--- config.mk ---
export PLATFORM = sky130hd
export DESIGN_NAME = tmq_ctrl
export DESIGN_NICKNAME = d
export VERILOG_FILES = /design/src/rtl/core/tmq_pkg.sv /design/src/rtl/core/tmq_ctrl.sv
export SDC_FILE = /design/constraint.sdc
export NUM_CORES = 1
export LEC_CHECK = 0
export BUFFER_PORTS_ARGS = -buffer_cell sky130_fd_sc_hd__buf_2
export CAP_MARGIN = 20
export CORE_AREA = 3 3 40 42
export DETAILED_ROUTE_END_ITERATION = 10
export DIE_AREA = 0 0 43 45
export PLACE_DENSITY = 0.57
export SYNTH_ARGS = -nofsm -noshare
export SYNTH_HDL_FRONTEND = slang
export SYNTH_SLANG_ARGS = --single-unit
--- constraint.sdc ---
create_clock -name clk -period 3.4 [get_ports clk]
set_input_delay 0.51 -clock clk [delete_from_list [all_inputs] [get_ports clk]]
set_output_delay 0.51 -clock clk [all_outputs]
set_load 0.02 [all_outputs]
--- src/rtl/core/tmq_pkg.sv ---
// Shared types and constants for the timer min-queue block.
// Used by the controller, the datapath, the top level and the checker.
package tmq_pkg;

  // Capacity of the timer list and the widths that follow from it.
  localparam int DEPTH = 64;
  localparam int IDX_W = $clog2(DEPTH);
  localparam int CNT_W = $clog2(DEPTH + 1);

  // Field widths of one word.
  localparam int CMD_W  = 2;
  localparam int DUR_W  = 31;
  localparam int TAG_W  = 16;
  localparam int LEFT_W = 32;
  localparam int STS_W  = 2;

  // Command codes.
  localparam logic [CMD_W-1:0] CMD_PUSH    = 2'd0;
  localparam logic [CMD_W-1:0] CMD_POP     = 2'd1;
  localparam logic [CMD_W-1:0] CMD_ADVANCE = 2'd2;

  // Result status codes.
  localparam logic [STS_W-1:0] ST_DONE  = 2'd0;
  localparam logic [STS_W-1:0] ST_EMPTY = 2'd1;
  localparam logic [STS_W-1:0] ST_FULL  = 2'd2;

  // One stored timer.
  typedef struct packed {
    logic signed [LEFT_W-1:0] left;
    logic [DUR_W-1:0]         dur;
    logic [TAG_W-1:0]         tag;
  } tmq_entry_t;

  localparam int ENT_W = $bits(tmq_entry_t);

  // Controller states.
  typedef enum logic [2:0] {
    S_IDLE,
    S_DECODE,
    S_POP_CAP,
    S_SCAN,
    S_FINISH
  } tmq_state_t;

  // Commands from the controller to the datapath.
  typedef struct packed {
    logic load;
    logic decode;
    logic push_wr;
    logic pop_rd;
    logic pop_cap;
    logic scan_start;
    logic scan_step;
    logic finish;
  } tmq_ctl_t;

  // Status from the datapath to the controller.
  typedef struct packed {
    logic [CMD_W-1:0] cmd;
    logic             full;
    logic             empty;
    logic             one_left;
    logic             scan_last;
    logic             out_free;
  } tmq_sts_t;

endpackage

--- src/rtl/core/tmq_ctrl.sv ---
// Controller state machine for the timer min-queue.
// Depends on tmq_pkg; drives tmq_datapath through tmq_ctl_t.
module tmq_ctrl
  import tmq_pkg::*;
(
  input  logic       clk,
  input  logic       rst_n,
  input  logic       in_valid,
  output logic       in_stall,
  input  tmq_sts_t   sts,
  output tmq_ctl_t   ctl
);

  tmq_state_t state_r, state_nxt;

  // State register.
  always_ff @(posedge clk) begin
    if (!rst_n) begin
      state_r <= S_IDLE;
    end else begin
      state_r <= state_nxt;
    end
  end

  // Next state.
  always_comb begin
    state_nxt = state_r;
    case (state_r)
      S_IDLE: begin
        if (in_valid) state_nxt = S_DECODE;
      end
      S_DECODE: begin
        case (sts.cmd)
          CMD_POP:     state_nxt = sts.empty ? S_FINISH : S_POP_CAP;
          CMD_ADVANCE: state_nxt = sts.empty ? S_FINISH : S_SCAN;
          default:     state_nxt = S_FINISH;
        endcase
      end
      S_POP_CAP: begin
        state_nxt = sts.one_left ? S_FINISH : S_SCAN;
      end
      S_SCAN: begin
        if (sts.scan_last) state_nxt = S_FINISH;
      end
      S_FINISH: begin
        if (sts.out_free) state_nxt = S_IDLE;
      end
      default: state_nxt = S_IDLE;
    endcase
  end

  // Commands to the datapath.
  always_comb begin
    ctl      = '0;
    in_stall = 1'b1;
    case (state_r)
      S_IDLE: begin
        in_stall = 1'b0;
        ctl.load = in_valid;
      end
      S_DECODE: begin
        ctl.decode = 1'b1;
        case (sts.cmd)
          CMD_PUSH:    ctl.push_wr    = !sts.full;
          CMD_POP:     ctl.pop_rd     = !sts.empty;
          CMD_ADVANCE: ctl.scan_start = !sts.empty;
          default:     ctl.decode     = 1'b1;
        endcase
      end
      S_POP_CAP: begin
        ctl.pop_cap    = 1'b1;
        ctl.scan_start = !sts.one_left;
      end
      S_SCAN: begin
        ctl.scan_step = 1'b1;
      end
      S_FINISH: begin
        ctl.finish = sts.out_free;
      end
      default: in_stall = 1'b1;
    endcase
  end

endmodule

==> results.py <==
metrics = {
    "status": {
        "outcome": "completed",
    },
    "synth": {
        "synth_sequential_area_ratio": 0.182,
        "synth.lib_cells_used.distinct": 25,
        "synthesis.yosys.warnings": 0,
        "post_synth_instance_area_um2": 330,
        "synth_seq_cells": 3,
        "post_synth.cell_area_avg_um2": 7.86,
        "synth_fp_nets": 55,
        "syn-instance-count": 42,
    },
    "routing": {
        "routed_wirelength_um": 838,
        "vias_per_cell": 4.75,
        "dr.first_iter.drc_count": 2,
        "detail_route.first_pass.iterations": 2,
        "post-route-drc-count": 0,
        "count_of_antenna_violating_nets_left_after_detailed_routing": 0,
        "routedWlPerCell_um": 10.9,
        "dr_total_vias": 366,
    },
    "timing": {
        "finalWorstSetupSlack_ns": 1.34,
        "final_hold_violations": 0,
        "report.final.slew_viol_count": 0,
        "relSlewSlack": 0.732,
        "clock.fmax_ghz": 0.486,
        "timing.final.crit_share": 0.606,
        "setup_repair_after_global_routing_missed_its_margin": "no",
        "holdWs_ns": 0.565,
        "tightest_slew_ns": 0.396,
        "maximum_clock_skew_at_final_layout_ns": 0.000408,
        "final.min_clock_period_ns": 2.06,
        "finalSetupViolations": 0,
        "setup_total_negative_slack_ns": 0,
    },
    "clock_network": {
        "cts_hold_buffers": 0,
        "cts_tree": "built",
        "cts_sinks": 3,
        "clkLatencyLatePin_ns": 0.23,
        "cts_repair_resize_count": 0,
        "h-tree-depth": 1,
        "clk_transition_reported_paths_ns": 0.04,
        "clockBufferDepth": 2,
        "cts_root_buf": "sky130_fd_sc_hd__clkbuf_4",
        "post_cts.repair.setup_buffers": 0,
        "cts_inserted_buffers": 3,
    },
    "critical_path": {
        "ff2ff_path_depth": 3,
        "critPathRequiredTime_ns": 2.89,
        "worstSetupPathType": "reg -> out",
        "crit_path_max_fanout": 13,
        "worst_setup_path_start_kind": "flip-flop",
        "end_kind": "output pin",
        "cp_data_arrival_time_ns": 1.55,
    },
    "global_route": {
        "grt.total_usage": 0.0948,
        "overall_overflow_remaining_after_global_route": 0,
        "antenna_found_initial": 0,
        "grt_start_max_net_pins": 14,
        "first_global_vias": 342,
        "grt_first_pass_wirelength_um": 1340,
    },
    "finish": {
        "areaGrowthSynthToFinish_pct": 38.6,
        "largestRegisters": "state_r: 3 flops",
        "layout-drive-gt1-share": 0.403,
        "final_nets": 76,
        "largest_register_ff_count": 3,
        "reg_with_most_ffs": "state_r",
        "layout.cells.most_common_list": "sky130_fd_sc_hd__buf_2, sky130_fd_sc_hd__inv_1, sky130_fd_sc_hd__nor2_1",
        "final_design_area_no_fill_um2": 458,
        "diodes": 0,
        "layout_commonest_cell": "sky130_fd_sc_hd__buf_2",
        "num-fill-cells": 148,
    },
    "placement": {
        "post-dp-hpwl_um": 640,
        "placed_area_um2": 432,
        "placement.setup.worst_slack_ns": 1.37,
        "portBuffers": 18,
        "routabilityCongestion": 0.710,
    },
    "power_and_ir_drop": {
        "p_per_area_nw_per_um2": 333,
        "vdd_ir_drop_max_uv": 116,
        "p_leak_nw": 0.244,
    },
    "min_path": {
        "hold_class": "in -> reg",
        "timing.hold.worst_path_depth": 2,
    },
    "floorplan": {
        "die_x_um": 43,
        "fp.coreArea_um2": 1280,
        "row_count": 13,
        "die_height_um": 45,
        "initial_util": 0.257,
        "floorplan.io_pins": 19,
        "floorplan.die_area_um2": 1940,
    },
    "flow_run": {
        "cap_violations": 0,
    },
}
## final timing paths
check / from / endpoint / slack, ns
max: state_r[0] / ctl[5] / 1.34
min: rst_n / state_r[1] / 0.56
max reg2reg: state_r[0] / state_r[2] / 1.94
min reg2reg: state_r[2] / state_r[2] / 0.63
## through the flow
stage | utilization | instances | total power [mW]
5_1_grt | 0.356 | 77 | 0.164
3_5_place_dp | 0.336 | 73 | 0.0898
4_1_cts | 0.356 | 77 | 0.155
3_3_place_gp | 0.336 | 73 | 0.0896
2_1_floorplan | - | 42 | 0.0736
6_report | 0.356 | 77 | 0.152
## logic make-up after synthesis
group | synth area share
AND/OR/NAND/NOR | 0.398
AO/OA/AOI/OAI | 0.239
adder cells (fa/ha/maj) | 0.114
buffers and inverters | 0.0682
flip-flops | 0.182
## power by group
| group | switching, mW | internal [mW] |
|---|---|---|
| sequential | 0.00606 | 0.0378 |
| combinational | 0.0247 | 0.0207 |
| clock | 0.0191 | 0.0440 |
## Yosys cell counts (all sizes together)
| cell type | number | area, um2 |
|---|---|---|
| nand2 | 1 | 3.75 |
| o211a | 1 | 10.0 |
| nand4b | 1 | 8.76 |
| and3b | 1 | 8.76 |
| a21boi | 1 | 7.51 |
| nor4b | 1 | 15.0 |
| nor2 | 4 | 15.0 |
| nand3 | 1 | 5.00 |
| and2 | 1 | 6.26 |
| nor2b | 1 | 6.26 |
| o31ai | 1 | 12.5 |
| and3 | 3 | 20.0 |
| dfxtp | 3 | 60.1 |
| o211ai | 2 | 15.0 |
| or3b | 1 | 11.3 |
| nor4bb | 1 | 10.0 |
| inv | 4 | 15.0 |
| o311ai | 1 | 8.76 |
| o21ai | 2 | 10.0 |
| ha | 3 | 37.5 |
| nand2b | 1 | 6.26 |
| clkbuf | 2 | 7.51 |
| a21oi | 3 | 15.0 |
| nor3b | 2 | 15.0 |
## layout make-up
cell class	count	area (um2)	share of cell area
repair buffers	18	90.1	0.197
flip-flops and latches	3	60.1	0.131
clock buffers	4	26.3	0.0574
inverters	4	15.0	0.0328
multi-input cells	33	248	0.541
well taps	15	18.8	0.0410
## worst max-delay path, cell delays in order (launching register included)
cell	delay (ns)
sky130_fd_sc_hd__dfxtp_1	0.52
sky130_fd_sc_hd__or3b_4	0.44
sky130_fd_sc_hd__nor3b_1	0.16
sky130_fd_sc_hd__buf_2	0.19
## layer usage
layer  vias to the layer above  track usage  part of all wire
li1                        193            -                 -
met1                       160        0.106              0.48
met2                        13        0.165              0.46
met3                         0       0.0359             0.061
met4                         0       0.0361                 0
met5                         -            0                 0
Power figures use the tool's default switching activity.
